### src/hw/rtl/mpp_pkg.sv
// Shared types, constants and sequencer states for the max-pool peak picker.
// Used by every module under hw/rtl; depends on nothing.
package mpp_pkg;

    localparam int unsigned POOL_KERNEL_DEF = 7;
    localparam int unsigned FRAME_BITS_DEF  = 20;
    localparam int unsigned LOGIT_W         = 16;
    localparam int unsigned POS_W           = 21;
    localparam int unsigned MAX_RESULTS     = 3;
    localparam int unsigned CNT_W           = 2;

    typedef logic signed [LOGIT_W-1:0] logit_t;
    typedef logic [POS_W-1:0]          pos_t;
    typedef logic [CNT_W-1:0]          cnt_t;

    typedef enum logic [1:0] {
        ST_RUN,
        ST_DRAIN,
        ST_FINAL
    } seq_state_t;

    typedef struct packed {
        logit_t logit;
        logic   last;
    } in_word_t;

    typedef struct packed {
        logic step;
        logic shift_valid;
        logic center_en;
        logic excl_low;
        logic clear;
    } win_ctrl_t;

    typedef struct packed {
        logic step;
        logic peak;
        logic allow_emit;
        logic clear;
    } grp_ctrl_t;

    typedef struct packed {
        logic valid;
        logic peak_valid;
        logic end_of_run;
        pos_t position;
    } result_t;

endpackage

### src/hw/rtl/mpp_in_skid.sv
// Input skid pair for the peak picker: main and spare word registers.
// Keeps the upstream stall registered. Depends on mpp_pkg.
module mpp_in_skid
(
    input  logic             clk,
    input  logic             rst_n,
    input  logic             in_valid,
    output logic             in_stall,
    input  mpp_pkg::in_word_t in_word,
    input  logic             take,
    output logic             word_valid,
    output mpp_pkg::in_word_t word
);

    logic              main_valid_reg, main_valid_next;
    logic              spare_valid_reg, spare_valid_next;
    mpp_pkg::in_word_t main_reg, main_next;
    mpp_pkg::in_word_t spare_reg, spare_next;
    logic              push;
    logic              pop;

    assign in_stall   = spare_valid_reg;
    assign word_valid = main_valid_reg;
    assign word       = main_reg;
    assign push       = in_valid && !spare_valid_reg;
    assign pop        = main_valid_reg && take;

    always_comb
    begin
        main_valid_next  = main_valid_reg;
        spare_valid_next = spare_valid_reg;
        main_next        = main_reg;
        spare_next       = spare_reg;
        if (pop)
        begin
            if (spare_valid_reg)
            begin
                main_next        = spare_reg;
                spare_valid_next = 1'b0;
            end
            else if (push)
            begin
                main_next = in_word;
            end
            else
            begin
                main_valid_next = 1'b0;
            end
        end
        else if (push)
        begin
            if (!main_valid_reg)
            begin
                main_next       = in_word;
                main_valid_next = 1'b1;
            end
            else
            begin
                spare_next       = in_word;
                spare_valid_next = 1'b1;
            end
        end
    end

    always_ff @(posedge clk or negedge rst_n)
    begin
        if (!rst_n)
        begin
            main_valid_reg  <= 1'b0;
            spare_valid_reg <= 1'b0;
        end
        else
        begin
            main_valid_reg  <= main_valid_next;
            spare_valid_reg <= spare_valid_next;
        end
    end

    always_ff @(posedge clk)
    begin
        main_reg  <= main_next;
        spare_reg <= spare_next;
    end

endmodule

### src/hw/rtl/mpp_window.sv
// Sliding logit window with per-slot valid bits and the center peak test.
// Depends on mpp_pkg.
module mpp_window
#(
    parameter int unsigned POOL_KERNEL = mpp_pkg::POOL_KERNEL_DEF
)
(
    input  logic               clk,
    input  logic               rst_n,
    input  mpp_pkg::win_ctrl_t ctrl,
    input  mpp_pkg::logit_t    shift_logit,
    input  mpp_pkg::logit_t    threshold,
    output logic               peak,
    output logic               center_valid
);

    localparam int unsigned HALF_K = POOL_KERNEL / 2;
    localparam int unsigned NW     = 2 * HALF_K + 1;
    localparam bit          EVEN_K = (NW != POOL_KERNEL);

    mpp_pkg::logit_t win_reg [NW];
    mpp_pkg::logit_t win_next [NW];
    mpp_pkg::logit_t sh_win [NW];
    logic [NW-1:0]   wv_reg, wv_next;
    logic [NW-1:0]   sh_v;
    mpp_pkg::logit_t center;

    always_comb
    begin
        for (int i = 0; i < int'(NW) - 1; i++)
        begin
            sh_win[i] = win_reg[i+1];
        end
        sh_win[NW-1] = shift_logit;
        sh_v         = {ctrl.shift_valid, wv_reg[NW-1:1]};
    end

    assign center_valid = sh_v[HALF_K];
    assign center       = sh_win[HALF_K];

    always_comb
    begin
        peak = 1'b0;
        if (ctrl.center_en && sh_v[HALF_K] && (center > threshold))
        begin
            peak = 1'b1;
            for (int i = 0; i < int'(NW); i++)
            begin
                if ((i != int'(HALF_K)) && sh_v[i] && !(i == 0 && EVEN_K && ctrl.excl_low)
                    && (sh_win[i] > center))
                begin
                    peak = 1'b0;
                end
            end
        end
    end

    always_comb
    begin
        win_next = win_reg;
        wv_next  = wv_reg;
        if (ctrl.clear)
        begin
            wv_next = '0;
        end
        else if (ctrl.step)
        begin
            win_next = sh_win;
            wv_next  = sh_v;
        end
    end

    always_ff @(posedge clk or negedge rst_n)
    begin
        if (!rst_n)
        begin
            wv_reg <= '0;
        end
        else
        begin
            wv_reg <= wv_next;
        end
    end

    always_ff @(posedge clk)
    begin
        win_reg <= win_next;
    end

endmodule

### src/hw/rtl/mpp_group.sv
// Peak grouping: merges a peak within one frame of a single-peak group.
// Takes frame positions; group means are signed half frames. Depends on mpp_pkg.
module mpp_group
#(
    parameter int unsigned FRAME_BITS = mpp_pkg::FRAME_BITS_DEF
)
(
    input  logic                  clk,
    input  logic                  rst_n,
    input  mpp_pkg::grp_ctrl_t    ctrl,
    input  logic [FRAME_BITS+1:0] pos,
    output logic                  emit,
    output logic [FRAME_BITS+1:0] mean_half,
    output logic                  open,
    output logic                  size2
);

    localparam int unsigned GW = FRAME_BITS + 2;

    logic          open_reg, open_next;
    logic          size2_reg, size2_next;
    logic [GW-1:0] gm_reg, gm_next;
    logic [GW-1:0] ph;
    logic [GW-1:0] diff;
    logic [GW-1:0] merged;
    logic          join_grp;

    assign ph       = {pos[GW-2:0], 1'b0};
    assign diff     = ph - gm_reg;
    assign merged   = {gm_reg[GW-1], gm_reg[GW-1:1]} + pos;
    assign join_grp = open_reg && !size2_reg && (ph >= gm_reg) && (diff <= GW'(2));

    assign mean_half = gm_reg;
    assign open      = open_reg;
    assign size2     = size2_reg;

    always_comb
    begin
        open_next  = open_reg;
        size2_next = size2_reg;
        gm_next    = gm_reg;
        emit       = 1'b0;
        if (ctrl.clear)
        begin
            open_next  = 1'b0;
            size2_next = 1'b0;
        end
        else if (ctrl.step && ctrl.peak)
        begin
            if (join_grp)
            begin
                gm_next    = merged;
                size2_next = 1'b1;
            end
            else
            begin
                emit       = open_reg && ctrl.allow_emit;
                open_next  = 1'b1;
                size2_next = 1'b0;
                gm_next    = ph;
            end
        end
    end

    always_ff @(posedge clk or negedge rst_n)
    begin
        if (!rst_n)
        begin
            open_reg  <= 1'b0;
            size2_reg <= 1'b0;
        end
        else
        begin
            open_reg  <= open_next;
            size2_reg <= size2_next;
        end
    end

    always_ff @(posedge clk)
    begin
        gm_reg <= gm_next;
    end

endmodule

### src/hw/rtl/maxpool_peak_picker_core.sv
// Max-pool peak picker top level: skid input, window, grouping, sequencer, output register.
// Depends on mpp_pkg, mpp_in_skid, mpp_window and mpp_group.
//
// Takes one logit word per cycle while running with a free output register, and decides
// the frame POOL_KERNEL/2 words back in the same cycle, so results trail their frame by
// POOL_KERNEL/2 words plus the input register and the output register. After a word
// flagged last_frame, the window shifts out its remaining frames one per cycle while
// the output is free, through the same compare logic; then the final state flushes the
// open group or the empty end marker and clears the sequence state. Input is not taken
// during that tail. The output register advances when empty or when out_stall is low;
// in_stall comes from a register. The peak threshold is written via cfg_we/cfg_wdata.
module maxpool_peak_picker_core
#(
    parameter int unsigned POOL_KERNEL = mpp_pkg::POOL_KERNEL_DEF,
    parameter int unsigned FRAME_BITS  = mpp_pkg::FRAME_BITS_DEF
)
(
    input  logic                        clk,
    input  logic                        rst_n,
    input  logic                        cfg_we,
    input  logic [mpp_pkg::LOGIT_W-1:0] cfg_wdata,
    input  logic                        in_valid,
    output logic                        in_stall,
    input  logic signed [mpp_pkg::LOGIT_W-1:0] logit,
    input  logic                        last_frame,
    output logic                        out_valid,
    input  logic                        out_stall,
    output logic [mpp_pkg::POS_W-1:0]   peak_position,
    output logic                        peak_valid,
    output logic                        end_of_run
);

    localparam int unsigned HALF_K = POOL_KERNEL / 2;
    localparam int unsigned GW     = FRAME_BITS + 2;
    localparam int unsigned PW     = mpp_pkg::POS_W;
    localparam int unsigned D_W    = $clog2(HALF_K + 1);
    localparam int unsigned CW     = mpp_pkg::CNT_W;

    mpp_pkg::seq_state_t state_reg, state_next;
    logic [FRAME_BITS-1:0] frame_reg, frame_next;
    logic [GW-1:0]         dpos_reg, dpos_next;
    logic [D_W-1:0]        d_reg, d_next;
    mpp_pkg::cnt_t         cnt_reg, cnt_next;
    mpp_pkg::logit_t       thr_reg;

    logic                  out_valid_reg;
    mpp_pkg::result_t      out_reg;

    mpp_pkg::in_word_t     in_word;
    mpp_pkg::in_word_t     word;
    logic                  word_valid;
    logic                  take;
    logic                  out_free;

    mpp_pkg::win_ctrl_t    wctrl;
    mpp_pkg::grp_ctrl_t    gctrl;
    mpp_pkg::logit_t       shift_logit;
    logic                  peak;
    logic                  center_valid;
    logic [GW-1:0]         cur_pos;
    logic                  last_seq;
    logic                  g_emit;
    logic [GW-1:0]         g_half;
    logic                  g_open;
    logic                  g_size2;
    mpp_pkg::result_t      res;

    assign in_word.logit = logit;
    assign in_word.last  = last_frame;

    assign out_free = !out_valid_reg || !out_stall;
    assign take     = word_valid && out_free && (state_reg == mpp_pkg::ST_RUN);

    mpp_in_skid u_skid
    (
        .clk        (clk),
        .rst_n      (rst_n),
        .in_valid   (in_valid),
        .in_stall   (in_stall),
        .in_word    (in_word),
        .take       (take),
        .word_valid (word_valid),
        .word       (word)
    );

    mpp_window #(.POOL_KERNEL(POOL_KERNEL)) u_window
    (
        .clk          (clk),
        .rst_n        (rst_n),
        .ctrl         (wctrl),
        .shift_logit  (shift_logit),
        .threshold    (thr_reg),
        .peak         (peak),
        .center_valid (center_valid)
    );

    mpp_group #(.FRAME_BITS(FRAME_BITS)) u_group
    (
        .clk       (clk),
        .rst_n     (rst_n),
        .ctrl      (gctrl),
        .pos       (cur_pos),
        .emit      (g_emit),
        .mean_half (g_half),
        .open      (g_open),
        .size2     (g_size2)
    );

    // next state
    always_comb
    begin
        state_next = state_reg;
        unique case (state_reg)
            mpp_pkg::ST_RUN:
            begin
                if (take && word.last)
                begin
                    state_next = mpp_pkg::ST_DRAIN;
                end
            end
            mpp_pkg::ST_DRAIN:
            begin
                if (out_free && (d_reg == D_W'(HALF_K)))
                begin
                    state_next = mpp_pkg::ST_FINAL;
                end
            end
            mpp_pkg::ST_FINAL:
            begin
                if (out_free)
                begin
                    state_next = mpp_pkg::ST_RUN;
                end
            end
            default:
            begin
                state_next = mpp_pkg::ST_RUN;
            end
        endcase
    end

    // datapath control and result
    always_comb
    begin
        wctrl       = '0;
        shift_logit = '0;
        cur_pos     = dpos_reg;
        last_seq    = 1'b0;
        gctrl       = '0;
        res         = '0;
        unique case (state_reg)
            mpp_pkg::ST_RUN:
            begin
                wctrl.step        = take;
                wctrl.shift_valid = 1'b1;
                wctrl.excl_low    = 1'b1;
                wctrl.center_en   = word.last ? center_valid
                                              : (frame_reg >= FRAME_BITS'(HALF_K));
                shift_logit       = word.logit;
                cur_pos           = GW'(frame_reg) - GW'(HALF_K);
                last_seq          = word.last;
            end
            mpp_pkg::ST_DRAIN:
            begin
                wctrl.step      = out_free;
                wctrl.center_en = 1'b1;
                last_seq        = 1'b1;
            end
            mpp_pkg::ST_FINAL:
            begin
                wctrl.clear = out_free;
                gctrl.clear = out_free;
                last_seq    = 1'b1;
            end
            default:
            begin
                last_seq = 1'b0;
            end
        endcase

        gctrl.step       = wctrl.step;
        gctrl.peak       = peak;
        gctrl.allow_emit = !last_seq || (cnt_reg != CW'(mpp_pkg::MAX_RESULTS));

        if (state_reg == mpp_pkg::ST_FINAL)
        begin
            if (out_free && (cnt_reg != CW'(mpp_pkg::MAX_RESULTS)))
            begin
                if (g_open)
                begin
                    res.valid      = 1'b1;
                    res.peak_valid = 1'b1;
                    res.end_of_run = 1'b1;
                    res.position   = PW'($signed(g_half));
                end
                else if (cnt_reg == '0)
                begin
                    res.valid      = 1'b1;
                    res.end_of_run = 1'b1;
                end
            end
        end
        else
        begin
            res.valid      = g_emit;
            res.peak_valid = 1'b1;
            res.end_of_run = last_seq && (cnt_reg == CW'(mpp_pkg::MAX_RESULTS - 1));
            res.position   = PW'($signed(g_half));
        end
    end

    // sequence counters
    always_comb
    begin
        frame_next = frame_reg;
        dpos_next  = dpos_reg;
        d_next     = d_reg;
        cnt_next   = cnt_reg;
        if (take)
        begin
            if (word.last)
            begin
                frame_next = '0;
                dpos_next  = cur_pos + GW'(1);
                d_next     = D_W'(1);
            end
            else
            begin
                frame_next = frame_reg + FRAME_BITS'(1);
            end
        end
        else if ((state_reg == mpp_pkg::ST_DRAIN) && out_free)
        begin
            dpos_next = dpos_reg + GW'(1);
            if (d_reg != D_W'(HALF_K))
            begin
                d_next = d_reg + D_W'(1);
            end
        end
        if ((state_reg == mpp_pkg::ST_FINAL) && out_free)
        begin
            cnt_next = '0;
        end
        else if (res.valid && last_seq)
        begin
            cnt_next = cnt_reg + CW'(1);
        end
    end

    always_ff @(posedge clk or negedge rst_n)
    begin
        if (!rst_n)
        begin
            state_reg     <= mpp_pkg::ST_RUN;
            frame_reg     <= '0;
            d_reg         <= '0;
            cnt_reg       <= '0;
            thr_reg       <= '0;
            out_valid_reg <= 1'b0;
        end
        else
        begin
            state_reg <= state_next;
            frame_reg <= frame_next;
            d_reg     <= d_next;
            cnt_reg   <= cnt_next;
            if (cfg_we)
            begin
                thr_reg <= cfg_wdata;
            end
            if (out_free)
            begin
                out_valid_reg <= res.valid;
            end
        end
    end

    always_ff @(posedge clk)
    begin
        dpos_reg <= dpos_next;
        if (out_free && res.valid)
        begin
            out_reg <= res;
        end
    end

    assign out_valid     = out_valid_reg;
    assign peak_position = out_reg.position;
    assign peak_valid    = out_reg.peak_valid;
    assign end_of_run    = out_reg.end_of_run;

`ifndef ASSERT_OFF
    a_marker_form: assert property (@(posedge clk) disable iff (!rst_n)
        (out_valid_reg && !out_reg.peak_valid) |->
            (out_reg.end_of_run && (out_reg.position == '0)))
        else $error("end marker without end_of_run or with nonzero position");

    a_final_clears: assert property (@(posedge clk) disable iff (!rst_n)
        ((state_reg == mpp_pkg::ST_FINAL) && out_free) |=>
            ((state_reg == mpp_pkg::ST_RUN) && (frame_reg == '0) && (cnt_reg == '0)
             && !g_open))
        else $error("sequence state not cleared after flush");

    a_pair_open: assert property (@(posedge clk) disable iff (!rst_n)
        g_size2 |-> g_open)
        else $error("two-peak group recorded while no group is open");

    a_cap_results: assert property (@(posedge clk) disable iff (!rst_n)
        (res.valid && last_seq) |-> (cnt_reg != CW'(mpp_pkg::MAX_RESULTS)))
        else $error("result beyond the per-word limit");
`endif

endmodule
### config.mk
export PLATFORM = sky130hd
export DESIGN_NAME = maxpool_peak_picker_core
export DESIGN_NICKNAME = d
export VERILOG_FILES = /design/src/hw/rtl/mpp_pkg.sv /design/src/hw/rtl/mpp_in_skid.sv /design/src/hw/rtl/mpp_window.sv /design/src/hw/rtl/mpp_group.sv /design/src/hw/rtl/maxpool_peak_picker_core.sv
export SDC_FILE = /design/constraint.sdc
export NUM_CORES = 1
export LEC_CHECK = 0
export BUFFER_PORTS_ARGS = -buffer_cell sky130_fd_sc_hd__buf_2
export CORE_MARGIN = 2
export CORE_UTILIZATION = 40
export DETAILED_ROUTE_END_ITERATION = 8
export REMOVE_ABC_BUFFERS = 1
export SLEW_MARGIN = 20
export SYNTH_ARGS = -nofsm -noshare
export SYNTH_HDL_FRONTEND = slang
export SYNTH_HIERARCHICAL = 1
export SYNTH_SLANG_ARGS = --single-unit
### constraint.sdc
create_clock -name clk -period 10.4 [get_ports clk]
set_input_delay 0.52 -clock clk [delete_from_list [all_inputs] [get_ports clk]]
set_output_delay 0.52 -clock clk [all_outputs]
set_load 0.05 [all_outputs]
Yosys cells after proc, flatten, opt, wreduce, memory -nomap -nowiden
Cells that the tools add are included.
- $add $sub $neg: 8
- $lt $le $gt $ge: 10
- equal/unequal tests: 14
- multiplexer cells: 59
- bitwise gates (word level): 2
- reduce and logical (&&, ||, !) cells: 53
- operators with widths (cell ; number):
    16-bit > comparator ; 7
    22-bit two-way mux ; 5
    17-bit two-way mux ; 5
    24-bit two-way mux ; 2
    22-bit by 1-bit adder with 22-bit output, second input constant ; 2
    1-bit two-way mux ; 29
    1-bit logical AND ; 25
    22-bit adder ; 1
    22-bit greater-or-equal comparator ; 1
    22-bit by 2-bit less-or-equal comparator with 1-bit output, second input constant ; 1
    22-bit subtractor ; 1
    21-bit two-way mux ; 1
    20-bit by 2-bit subtractor with 21-bit output, second input constant ; 1
    20-bit by 1-bit adder with 20-bit output, second input constant ; 1
    20-bit by 2-bit greater-or-equal comparator with 1-bit output, second input constant ; 1
    20-bit two-way mux ; 1
    2-bit two-way mux ; 9
    16-bit two-way mux ; 1
    2-bit != test, second input constant ; 8
    2-bit nonzero test ; 8
    3-bit AND reduction ; 5
    7-bit two-way mux ; 2
    2-bit AND reduction ; 5
    2-bit == test, second input constant ; 3
    10 further kinds ; 21
- register bits: 251

Logic depth before layout (Yosys ltp)
Gate-level depths: netlist of run 1.
- depth in word-level cells: 16
- gate-level depth with buffers: 23
- depth with buffers taken out: 19

By module
Netlist of run 1, hierarchy kept.
- modules (own cells, without submodules) (module ; times used ; cells each ; area each (um2)):
    mpp_window ; 1 ; 450 ; 5755.5
    maxpool_peak_picker_core ; 1 ; 549 ; 5328.9
    mpp_group ; 1 ; 468 ; 3742.3
    mpp_in_skid ; 1 ; 67 ; 1408.9

Worst setup path after synthesis of run 1
OpenSTA, ideal clock, no wires.
- path type: register to register
- from: reg out_valid_reg, in the netlist out_valid
- to: reg u_window.win_reg (netlist bit u_window/center[0]), enable pin
- arrival: 5780 ps
- required time: 9838 ps
- slack: 4058 ps
- stages on the path, launching flop included: 6
- path buffers: 2
- clock period less this slack: 6342 ps
- path through: dfrtp_1 and2_1 clkbuf_1 nor2_1 clkbuf_1 nor2b_1
- RTL lines (what ; RTL line ; source):
    start, declared ; maxpool_peak_picker_core.sv:46 ; logic out_valid_reg;
    start signal, assigned ; maxpool_peak_picker_core.sv:273 ; out_valid_reg <= res.valid;
    end signal, assigned ; mpp_window.sv:87 ; win_reg <= win_next;
    end, declared ; mpp_window.sv:21 ; mpp_pkg::logit_t win_reg [NW];

Final worst setup path of run 1
- from: reg frame_reg[0]
- to: reg out_reg (netlist bit peak_position[15]), enable pin
- elaborated cells between the ends (all ways): 19
- RTL lines (what ; RTL line ; source):
    start, declared ; maxpool_peak_picker_core.sv:40 ; logic [FRAME_BITS-1:0] frame_reg, frame_next;
    start signal, assigned ; maxpool_peak_picker_core.sv:264 ; frame_reg <= frame_next;
    20-bit by 2-bit subtractor with 21-bit output (*) ; maxpool_peak_picker_core.sv:160 ; cur_pos = GW'(frame_reg) - GW'(HALF_K);
    22-bit two-way mux (*) ; maxpool_peak_picker_core.sv:151 ; unique case (state_reg)
    via cur_pos[12] ; maxpool_peak_picker_core.sv:60 ; logic [GW-1:0] cur_pos;
    22-bit subtractor / 22-bit greater-or-equal comparator (equally long branches) ; mpp_group.sv:29, mpp_group.sv:31 ;
    22-bit by 2-bit less-or-equal comparator with 1-bit output / 1-bit logical AND (equally long branches) ; mpp_group.sv:31 ; assign join_grp = open_reg && !size2_reg && (ph >= gm_reg) && (diff <= GW'(2));
    1-bit logical AND (*) ; mpp_group.sv:31 ;
    1-bit two-way mux (*) ; mpp_group.sv:50 ; if (join_grp)
    1-bit two-way mux (*) ; mpp_group.sv:48 ; else if (ctrl.step && ctrl.peak)
    1-bit two-way mux (*) ; mpp_group.sv:43 ; if (ctrl.clear)
    via g_emit ; maxpool_peak_picker_core.sv:62 ; logic g_emit;
    24-bit two-way mux (*) ; maxpool_peak_picker_core.sv:185 ; if (state_reg == mpp_pkg::ST_FINAL)
    1-bit logical AND (*) ; maxpool_peak_picker_core.sv:281 ; if (out_free && res.valid)
    end signal, assigned ; maxpool_peak_picker_core.sv:283 ; out_reg <= res;
    end, declared ; maxpool_peak_picker_core.sv:47 ; mpp_pkg::result_t out_reg;
Mark *: on every way through the listed nets, which the timed path passes. The rest lies on a longest branch.
A chain may end at the register's enable or synchronous reset.

==> impl_metrics.env, run 1 <==
export IMPL_r2r_setup_slk_ps=4570
export IMPL_crit_family="simple AND/OR/NAND/NOR gates"
export IMPL_fill_count=3720
export IMPL_final_min_period_over_clock_period_pct=56.08
export IMPL_global_route_wire_length_before_repair_um=61030
export IMPL_finalSetupTns_ps=0
export IMPL_finalHoldViolCount=0
export IMPL_yosysMostFrequentCell="sky130_fd_sc_hd__edfxtp_1"
export IMPL_worstPathArrival_ps=6130
export IMPL_buffers_inserted_during_post_cts_setup_optimization=0
export IMPL_tritoncts_num_buffers=30
export IMPL_timing_setup_critical_path_class="flip-flop to flip-flop"
export IMPL_die_h_um=205.5
export IMPL_largest_reg_flops=80
export IMPL_worst_flop_to_flop_path_endpoint="peak_position[15]"
export IMPL_drive_gt1_share_pct=12.84
export IMPL_cts_resized=0
export IMPL_worstReg2RegStart="frame_reg[0]"
export IMPL_min_path_type="input pin to asynchronous set/reset pin"
export IMPL_synth_cells=1534
export IMPL_wl_per_cell_um=17.49
export IMPL_netlist_top_cell_by_area="sky130_fd_sc_hd__edfxtp_1"
export IMPL_synth_edf_count=197
export IMPL_synth_async_reset_ratio_pct=21.20
export IMPL_drv_max_cap_violation_count=0
export IMPL_fmax_ghz=0.1714
export IMPL_ys_top_cells_by_count="197 x sky130_fd_sc_hd__edfxtp_1, 167 x sky130_fd_sc_hd__ha_1, 118 x sky130_fd_sc_hd__nor2_1"
export IMPL_dp_final_hpwl_um=27870
export IMPL_critPathMaxFanout=24
export IMPL_critical_path_most_common_cell="sky130_fd_sc_hd__o21ai_0"
export IMPL_finalCriticalPeriod_ps=5833
export IMPL_design_die_area_mm2=0.04222
export IMPL_groute_usage_overall_pct=18.02
export IMPL_synth_cell_type_count=94
export IMPL_synthTopCellsByArea="sky130_fd_sc_hd__edfxtp_1 36%, sky130_fd_sc_hd__ha_1 13%, sky130_fd_sc_hd__dfrtp_1 8.2%"
export IMPL_final_net_count=1787
export IMPL_synth_top_area_share_pct=36.44
export IMPL_max_slew_margin_rel_pct=34.06
export IMPL_worst_slew_pin_transition_ps=988.0
export IMPL_core_area_mm2=0.03991
export IMPL_globalRouteOverflowTotal=0
export IMPL_ys_seq_area_share_pct=44.61
export IMPL_postSynthAreaPerCell_um2=10.58
export IMPL_grt_antenna_before_repair=0
export IMPL_initial_core_util_pct=40.68
export IMPL_crit_chain="ha_1, or4_4, nor4b_1, mux2_2, o21ai_0, ha_1, a21oi_1, o21ai_0, or4_1, o21ai_0, o21ai_0, mux2i_1, and4_1, and4_1, buf_4, and4b_1, mux2i_1, nor2_2, buf_4"
export IMPL_vias_per_cell=5.457
export IMPL_outcome="completed"
export IMPL_critical_path_max_stage_delay_ps=510
export IMPL_cts_root_to_sink_buffers=3
export IMPL_cts_tree="built"
export IMPL_number_of_detailed_routing_iterations_run_before_antenna_repair=5
export IMPL_clk_root_buffer_cell="sky130_fd_sc_hd__clkbuf_16"
export IMPL_critical_path_buf_inv_count=2
export IMPL_startpoint_type="flip-flop"
export IMPL_clock_insertion_delay_worst_skew_ps=580
export IMPL_timing_reg2reg_worst_path_depth=19
export IMPL_cts_htree_levels=1
export IMPL_synth_area_mm2=0.01624
export IMPL_drt_drc=0
export IMPL_routability_cong=0.8444
export IMPL_antenna_diode_count=0
export IMPL_rsz0062_at_grt="false"
export IMPL_post_cts_hold_buffer_count=0
export IMPL_synthFlopType="sky130_fd_sc_hd__edfxtp_1"
export IMPL_ant_nets=0
export IMPL_postSynthRegisterBits=250
export IMPL_first_global_vias=11513
export IMPL_placement_rows=73
export IMPL_num_io_pins=63
export IMPL_route_final_wire_length_um=37240
export IMPL_number_of_drc_violations_after_detailed_routing_iteration_0=777
export IMPL_finalNonFillerCells=2129
export IMPL_cts_sinks=250
export IMPL_clk_transition_reported_paths_ps=60
export IMPL_port_buffers=62
export IMPL_cp_num_cells=19
export IMPL_setup_viol=0
export IMPL_crit_end_category="flip-flop"
export IMPL_placed_cells=2073
export IMPL_final_worst_clock_skew_ps=14.51
export IMPL_grt_max_degree=71
export IMPL_synth_warning_count=6
export IMPL_area_delta_synth_final_pct=10.73
export IMPL_cp_required_ps=10700
export IMPL_dr_total_vias=11619
export IMPL_cp_slowest_cell="sky130_fd_sc_hd__dfrtp_1"
export IMPL_slew_viol_final=0
export IMPL_dieWidth_um=205.5
==> per-layer routing <==
metal	vias to the layer above	track usage [%]	routed length [µm]
met4	0	4.753	768
met1	5576	25.67	18180
met5	-	0	0
met3	46	2.851	1718
li1	5745	-	-
met2	252	28.46	16580
==> cells by family after synthesis <==
group / count (synthesis) / share of synthesized area (%)
XOR/XNOR: 72 / 3.930
AND/OR/NAND/NOR: 483 / 16.01
multiplexers: 79 / 5.556
adder cells (fa/ha/maj): 169 / 13.12
buffers and inverters: 164 / 4.177
AO/OA/AOI/OAI: 317 / 12.60
flip-flops: 250 / 44.61
==> worst max path at each step <==
stage	from	end	slack [ps]
finish	frame_reg[0]	peak_position[15]	4570
global route	frame_reg[0]	peak_position[19]	4060
CTS	frame_reg[0]	peak_position[15]	4570
detailed placement	frame_reg[0]	peak_position[14]	4580
global placement	frame_reg[0]	peak_position[14]	4800
floorplan	state_reg[0]	u_window/center[0]	3020
==> through the flow <==
| stage | cell area, µm² | worst slack, ps | hold WS, ps | util, % |
|---|---|---|---|---|
| finish | 17980 | 4567 | 104.1 | 45.04 |
| detailed placement | 17030 | 4575 | 434.6 | 42.65 |
| global route | 17980 | 4060 | 100.5 | 45.04 |
| CTS | 17980 | 4566 | 108.1 | 45.04 |
| floorplan | 15950 | 3022 | 224.4 | - |
| global placement | 17030 | 4797 | 434.4 | 42.65 |
==> cell usage in the layout (no fill, tap or decap), types with 7 or more instances in the layout <==
cell type / count
sky130_fd_sc_hd__edfxtp_1: 197
sky130_fd_sc_hd__ha_1: 166
sky130_fd_sc_hd__nor2_1: 116
sky130_fd_sc_hd__a21oi_1: 109
sky130_fd_sc_hd__inv_1: 104
sky130_fd_sc_hd__nand2_1: 89
sky130_fd_sc_hd__o21ai_0: 68
sky130_fd_sc_hd__buf_2: 62
sky130_fd_sc_hd__dfrtp_1: 53
sky130_fd_sc_hd__xnor2_1: 48
sky130_fd_sc_hd__and2_1: 46
sky130_fd_sc_hd__mux2_2: 43
sky130_fd_sc_hd__nand4_1: 36
sky130_fd_sc_hd__nand3_1: 35
sky130_fd_sc_hd__clkbuf_16: 30
sky130_fd_sc_hd__nor3_1: 25
sky130_fd_sc_hd__nand2b_1: 25
sky130_fd_sc_hd__xor2_1: 23
sky130_fd_sc_hd__mux2i_1: 20
sky130_fd_sc_hd__a21o_1: 19
sky130_fd_sc_hd__or3_1: 15
sky130_fd_sc_hd__nor2b_1: 14
sky130_fd_sc_hd__and3_1: 13
sky130_fd_sc_hd__o31ai_1: 12
sky130_fd_sc_hd__nor4_1: 12
sky130_fd_sc_hd__clkbuf_1: 12
sky130_fd_sc_hd__buf_4: 12
sky130_fd_sc_hd__o211ai_1: 11
sky130_fd_sc_hd__a31oi_1: 10
sky130_fd_sc_hd__mux2_4: 10
sky130_fd_sc_hd__o21a_1: 9
sky130_fd_sc_hd__or4_1: 8
sky130_fd_sc_hd__nand3b_1: 7
sky130_fd_sc_hd__o21bai_1: 7
==> area by class of cell <==
cell class                 instances  area, µm²  share of cell area [%]
clock buffer                      43      809.5                   4.503
clock inverter                    13      142.6                  0.7934
inverter                         104      390.4                   2.171
multi-input combinational       1120       8335                   46.37
sequential                       250       7242                   40.28
tap                              525      656.9                   3.654
timing repair buffer              74      400.4                   2.227
Power of run 1 is left out: the tool's default activity adds up to more than one toggle a clock period on the data nets, which glitch-free logic cannot reach.
==> inputs of run 2 (changes only) <==
clock period = 5.5 ns   (was 10.4 ns; I/O delays follow)
==> run 2 against run 1 <==
  * Global-route usage up 0.47 points
  * Die area is the same
  * Clock skew is 2.6 ps lower
  * Non-clock buffer count increased by 49
  * Cell count grew 2.4%
  * Fmax rose by 12%
  * Critical path depth decreased by 3
  * Clock-buffer cell count is 1 higher
  * Utilization rose by 1.7 points
==> impl_metrics.env, run 2 (synthesis gave the netlist of run 1 again) <==
export IMPL_outcome="completed"
export IMPL_route_final_wire_length_um=38200
export IMPL_max_slew_margin_rel_pct=35.89
export IMPL_routability_cong=0.9020
export IMPL_globalRouteOverflowTotal=0
export IMPL_cts_root_to_sink_buffers=3
export IMPL_setup_viol=0
export IMPL_final_net_count=1837
export IMPL_slew_viol_final=0
export IMPL_largest_reg_flops=80
export IMPL_timing_setup_critical_path_class="flip-flop to flip-flop"
export IMPL_vdd_ir_drop_max_mv=0.4479
export IMPL_critPathMaxFanout=8
export IMPL_ant_nets=0
export IMPL_finalCriticalPeriod_ps=5208
export IMPL_fmax_ghz=0.1920
export IMPL_area_delta_synth_final_pct=15.02
export IMPL_grt_antenna_before_repair=1
export IMPL_cts_sinks=250
export IMPL_vias_per_cell=5.431
export IMPL_drt_drc=0
export IMPL_clk_root_buffer_cell="sky130_fd_sc_hd__clkbuf_16"
export IMPL_cp_required_ps=5950
export IMPL_worstPathArrival_ps=5650
export IMPL_mostFrequentLayoutCell="sky130_fd_sc_hd__edfxtp_1"
export IMPL_grt_max_degree=97
export IMPL_post_route_cell_area_mm2=0.01867
export IMPL_core_area_mm2=0.03991
export IMPL_fill_count=3604
export IMPL_min_path_type="input pin to flip-flop"
export IMPL_wl_per_cell_um=17.51
export IMPL_number_of_detailed_routing_iterations_run_before_antenna_repair=5
export IMPL_placed_cells=2088
export IMPL_placement_rows=73
export IMPL_cts_tree="built"
export IMPL_groute_usage_overall_pct=18.49
export IMPL_fraction_of_power_consumed_by_the_clock_network_pct=17.0
export IMPL_static_leakage_power_nw=7.697
export IMPL_cellPowerDensity_mw_per_mm2=703.5
export IMPL_dieWidth_um=205.5
export IMPL_port_buffers=62
export IMPL_final_min_period_over_clock_period_pct=94.69
export IMPL_clk_transition_reported_paths_ps=60
export IMPL_rsz0062_at_grt="false"
export IMPL_die_h_um=205.5
export IMPL_mostFrequentLayoutCells="197 x sky130_fd_sc_hd__edfxtp_1, 165 x sky130_fd_sc_hd__ha_1, 116 x sky130_fd_sc_hd__nor2_1"
export IMPL_hold_worst_slack_ps=159.4
export IMPL_timing_reg2reg_worst_path_depth=16
export IMPL_num_io_pins=63
export IMPL_comb_power_share_pct=55.5
export IMPL_crit_end_category="flip-flop"
export IMPL_finalHoldViolCount=0
export IMPL_global_route_wire_length_before_repair_um=62430
export IMPL_worstHoldPathCells=3
export IMPL_placedInstanceArea_mm2=0.01718
export IMPL_seq_power_share_pct=27.5
export IMPL_design_die_area_mm2=0.04222
export IMPL_drv_max_cap_violation_count=0
export IMPL_intPower_mw=7.400
export IMPL_cts_htree_levels=1
export IMPL_finalNonFillerCells=2181
export IMPL_first_global_vias=11780
export IMPL_buffers_inserted_during_post_cts_setup_optimization=0
export IMPL_initial_core_util_pct=40.68
export IMPL_clock_insertion_delay_worst_skew_ps=590
export IMPL_dp_final_hpwl_um=28360
export IMPL_dr_total_vias=11846
export IMPL_worst_slew_pin_transition_ps=955.8
export IMPL_tritoncts_num_buffers=31
export IMPL_switching_share_pct=43.67
export IMPL_startpoint_type="flip-flop"
export IMPL_final_worst_clock_skew_ps=11.94
export IMPL_power_switching_mw=5.738
export IMPL_sequential_cell_area_mm2=0.007242
export IMPL_drive_gt1_share_pct=14.44
export IMPL_number_of_drc_violations_after_detailed_routing_iteration_0=752
export IMPL_footprint_of_the_multi_input_gates_mm2=0.008352
==> run 2: final timing paths <==
check	endpoint	slack, ps	startpoint
setup / recovery	u_group/mean_half[0]	290	frame_reg[1]
hold / removal	out_valid	160	out_stall
setup reg to reg	u_group/mean_half[0]	290	frame_reg[1]
hold reg to reg	u_window/sh_win[80]	450	u_window/sh_win[64]
max in group asynchronous	cnt_reg[0]	4600	rst_n
min in group asynchronous	thr_reg[6]	370	rst_n
==> run 2: per-layer routing <==
metal / routed length, µm / vias to the layer above / track usage (%)
met1: 18750 / 5721 / 26.77
met3: 1722 / 61 / 2.787
met5: 0 / - / 0
met4: 1064 / 0 / 5.678
met2: 16660 / 233 / 28.44
li1: - / 5831 / -
==> run 2: layout make-up <==
| class | instances | area share (%) |
|---|---|---|
| clock buffers | 44 | 5.065 |
| multi-input cells | 1120 | 44.72 |
| well taps | 525 | 3.518 |
| diodes | 1 | 0.01340 |
| repair buffers | 123 | 4.791 |
| flip-flops and latches | 250 | 38.78 |
| inverters | 104 | 2.090 |
| clock inverters | 14 | 1.018 |
==> run 2: critical path, cell delays in order (launching register included) <==
cell	delay [ps]
sky130_fd_sc_hd__dfrtp_1	470
sky130_fd_sc_hd__ha_1	240
sky130_fd_sc_hd__or4_4	460
sky130_fd_sc_hd__nor4b_1	320
sky130_fd_sc_hd__mux2_2	410
sky130_fd_sc_hd__o21ai_0	150
sky130_fd_sc_hd__ha_1	360
sky130_fd_sc_hd__buf_4	200
sky130_fd_sc_hd__and4_4	180
sky130_fd_sc_hd__and3_4	180
sky130_fd_sc_hd__or4_1	530
sky130_fd_sc_hd__or4b_1	540
sky130_fd_sc_hd__a2111oi_2	290
sky130_fd_sc_hd__nand4_1	130
sky130_fd_sc_hd__nor3_1	140
sky130_fd_sc_hd__nor4b_2	210
sky130_fd_sc_hd__and4_1	240
==> run 2: through the flow <==
stage	TNS (ps)	power, mW	utilization (%)	worst slack [ps]
2_1_floorplan	-196930	8.885	-	-1878
3_3_place_gp	0	10.63	43.03	380.9
3_5_place_dp	0	10.85	43.03	240.1
4_1_cts	0	13.15	46.73	229.7
5_1_grt	0	14.26	46.79	0.9903
6_report	0	13.14	46.79	291.8
==> run 2: what timing repair did <==
action                                  CTS  global route
endpoints found under the hold margin    96             0
hold buffers                             34             0
gates resized for setup                   0             6
endpoints found under the setup margin    0            24
==> run 2: power by group through the flow <==
stage | combinational [mW] | clock [mW] | sequential (mW)
after floorplan | 5.16 | 0 | 3.72
after global placement | 7.02 | 0 | 3.61
after detailed placement | 7.20 | 0 | 3.65
after CTS | 7.26 | 2.27 | 3.61
after global routing | 8.20 | 2.35 | 3.71
final | 7.29 | 2.23 | 3.62
No activity file was read; power rests on OpenSTA's default activity.
==> inputs of run 3 (changes only) <==
RECOVER_POWER = 25   (was default)
==> run 3 against run 2 <==
  * Sequential share of layout area grew 0.052 points
  * Worst setup slack lost 27 ps
  * Clock skew about the same
  * Critical path depth unchanged
  * Sequential power is essentially flat
  * Fmax fell by 0.51%
  * The flow now finishes with violations (capacitance limit, slew limit)
  * Wire length up 0.27%
  * Worst hold slack gained 3.5 ps
  * Via count is 0.10% lower
  * Largest cell class unchanged
  * Global-route usage did not move
  * Register-to-register slack got worse by 30 ps
==> impl_metrics.env, run 3 (synthesis gave the netlist of run 1 again) <==
export IMPL_grt_busiest_layer="met2"
export IMPL_crit_end_category="flip-flop"
export IMPL_mostFrequentLayoutCell="sky130_fd_sc_hd__edfxtp_1"
export IMPL_design_die_area_mm2=0.04222
export IMPL_dp_final_hpwl_um=28360
export IMPL_intPower_mw=7.398
export IMPL_cts_root_to_sink_buffers=3
export IMPL_port_buffers=62
export IMPL_drive_gt1_share_pct=13.35
export IMPL_static_leakage_power_nw=7.646
export IMPL_min_path_type="input pin to flip-flop"
export IMPL_route_final_wire_length_um=38300
export IMPL_groute_usage_overall_pct=18.49
export IMPL_grt_util_met3_pct=2.787
export IMPL_seq_power_share_pct=27.5
export IMPL_max_slew_margin_rel_pct=-114.7
export IMPL_fmax_ghz=0.1910
export IMPL_cts_sinks=250
export IMPL_fill_count=3611
export IMPL_global_route_wire_length_before_repair_um=62430
export IMPL_area_delta_synth_final_pct=14.87
export IMPL_finalCriticalPeriod_ps=5235
export IMPL_mostFrequentLayoutCells="197 x sky130_fd_sc_hd__edfxtp_1, 165 x sky130_fd_sc_hd__ha_1, 116 x sky130_fd_sc_hd__nor2_1"
export IMPL_final_net_count=1837
export IMPL_cellPowerDensity_mw_per_mm2=704.8
export IMPL_dr_total_vias=11834
export IMPL_worstPathArrival_ps=5680
export IMPL_drt_drc=0
export IMPL_vdd_ir_drop_max_mv=0.4505
export IMPL_startpoint_type="flip-flop"
export IMPL_number_of_drc_violations_after_detailed_routing_iteration_0=740
export IMPL_grtUsageMet2_pct=28.44
export IMPL_core_area_mm2=0.03991
export IMPL_drv_max_cap_violation_count=1
export IMPL_finalSetupTns_ps=0
export IMPL_cp_required_ps=5950
export IMPL_timing_setup_critical_path_class="flip-flop to flip-flop"
export IMPL_routability_cong=0.9020
export IMPL_dieWidth_um=205.5
export IMPL_worst_slew_pin_transition_ps=3220
export IMPL_use_met1_pct=26.77
export IMPL_cts_htree_levels=1
export IMPL_finish_utilization_pct=46.72
export IMPL_clk_transition_reported_paths_ps=60
export IMPL_globalRouteOverflowTotal=0
export IMPL_failed_checks="capacitance limit, slew limit"
export IMPL_hold_worst_slack_ps=162.9
export IMPL_switching_share_pct=43.72
export IMPL_largest_reg_flops=80
export IMPL_wl_per_cell_um=17.56
export IMPL_critPathMaxFanout=8
export IMPL_placement_rows=73
export IMPL_initial_core_util_pct=40.68
export IMPL_placed_cells=2088
export IMPL_clk_root_buffer_cell="sky130_fd_sc_hd__clkbuf_16"
export IMPL_cts_tree="built"
export IMPL_setup_viol=0
export IMPL_fraction_of_power_consumed_by_the_clock_network_pct=17.0
export IMPL_comb_power_share_pct=55.5
export IMPL_outcome="finished, violations left"
export IMPL_finalHoldViolCount=0
export IMPL_slew_viol_final=54
export IMPL_first_global_vias=11780
export IMPL_ant_nets=0
export IMPL_final_min_period_over_clock_period_pct=95.18
export IMPL_power_switching_mw=5.746
export IMPL_buffers_inserted_during_post_cts_setup_optimization=0
export IMPL_tritoncts_num_buffers=31
export IMPL_grt_antenna_before_repair=1
export IMPL_final_worst_clock_skew_ps=12.40
export IMPL_vias_per_cell=5.426
export IMPL_rsz0062_at_grt="false"
export IMPL_grt_max_degree=97
export IMPL_num_io_pins=63
export IMPL_number_of_detailed_routing_iterations_run_before_antenna_repair=6
export IMPL_die_h_um=205.5
export IMPL_clock_insertion_delay_worst_skew_ps=590
export IMPL_finalNonFillerCells=2181
run 3: cell types whose count changed in the layout (fill, tap and decap cells not counted), sizes merged:
| cell | previous run | this run |
|---|---|---|
| buf | 89 | 71 |
| clkbuf | 44 | 62 |
run 3: power by group through the flow:
stage                     Sequential (mW)  Clock (mW)  Combinational (mW)
after floorplan                      3.72           0                5.16
after CTS                            3.61        2.27                7.26
final                                3.61        2.23                7.30
after global routing                 3.71        2.35                8.20
after global placement               3.61           0                7.02
after detailed placement             3.65           0                7.20
run 3: final timing paths:
kind,end,slack (ps),startpoint,cells past startpoint
min in group asynchronous,thr_reg[6],1390,rst_n,3
worst min register to register,u_window/sh_win[80],450,u_window/sh_win[64],0
worst max-delay path,u_group/mean_half[0],270,frame_reg[1],16
max in group asynchronous,cnt_reg[0],2280,rst_n,3
worst min-delay path,out_valid,160,out_stall,3
worst max register to register,u_group/mean_half[0],270,frame_reg[1],16
run 3: repair_timing:
action,CTS,global route
hold buffers,34,0
endpoints found under the setup margin,0,24
endpoints found under the hold margin,96,0
resized for setup,0,6
run 3: area by class of cell:
cell class                 count  area [µm²]  area share [%]
tap                          525       656.9           3.522
multi-input combinational   1120        8352           44.78
sequential                   250        7242           38.83
inverter                     104       390.4           2.093
clock buffer                  44       945.9           5.072
clock inverter                14       190.2           1.020
timing repair buffer         123       869.6           4.663
antenna                        1       2.502         0.01342
run 3: per-layer routing:
layer / wire length [µm] / part of all wire [%]
met1: 18780 / 49
met5: 0 / 0
met3: 1678 / 4.4
met4: 1064 / 2.8
met2: 16780 / 44
run 3: worst max-delay path, cell delays in order (launching register included):
cell and delay (ps):
sky130_fd_sc_hd__dfrtp_1 470, sky130_fd_sc_hd__ha_1 240, sky130_fd_sc_hd__or4_4 460, sky130_fd_sc_hd__nor4b_1 320, sky130_fd_sc_hd__mux2_2 410, sky130_fd_sc_hd__o21ai_0 150
sky130_fd_sc_hd__ha_1 360, sky130_fd_sc_hd__buf_4 200, sky130_fd_sc_hd__and4_4 180, sky130_fd_sc_hd__and3_4 180, sky130_fd_sc_hd__or4_1 530, sky130_fd_sc_hd__or4b_1 540
sky130_fd_sc_hd__a2111oi_2 300, sky130_fd_sc_hd__nand4_1 130, sky130_fd_sc_hd__nor3_1 140, sky130_fd_sc_hd__nor4b_2 220, sky130_fd_sc_hd__and4_1 240
run 3: stage by stage:
step                setup slack (ps)  cell area (µm²)  power (mW)
floorplan                      -1878            15950       8.885
global placement               380.9            17180       10.63
detailed placement             240.1            17180       10.85
CTS                            229.7            18650       13.15
global route                  0.9903            18650       14.26
finish                         265.2            18650       13.14
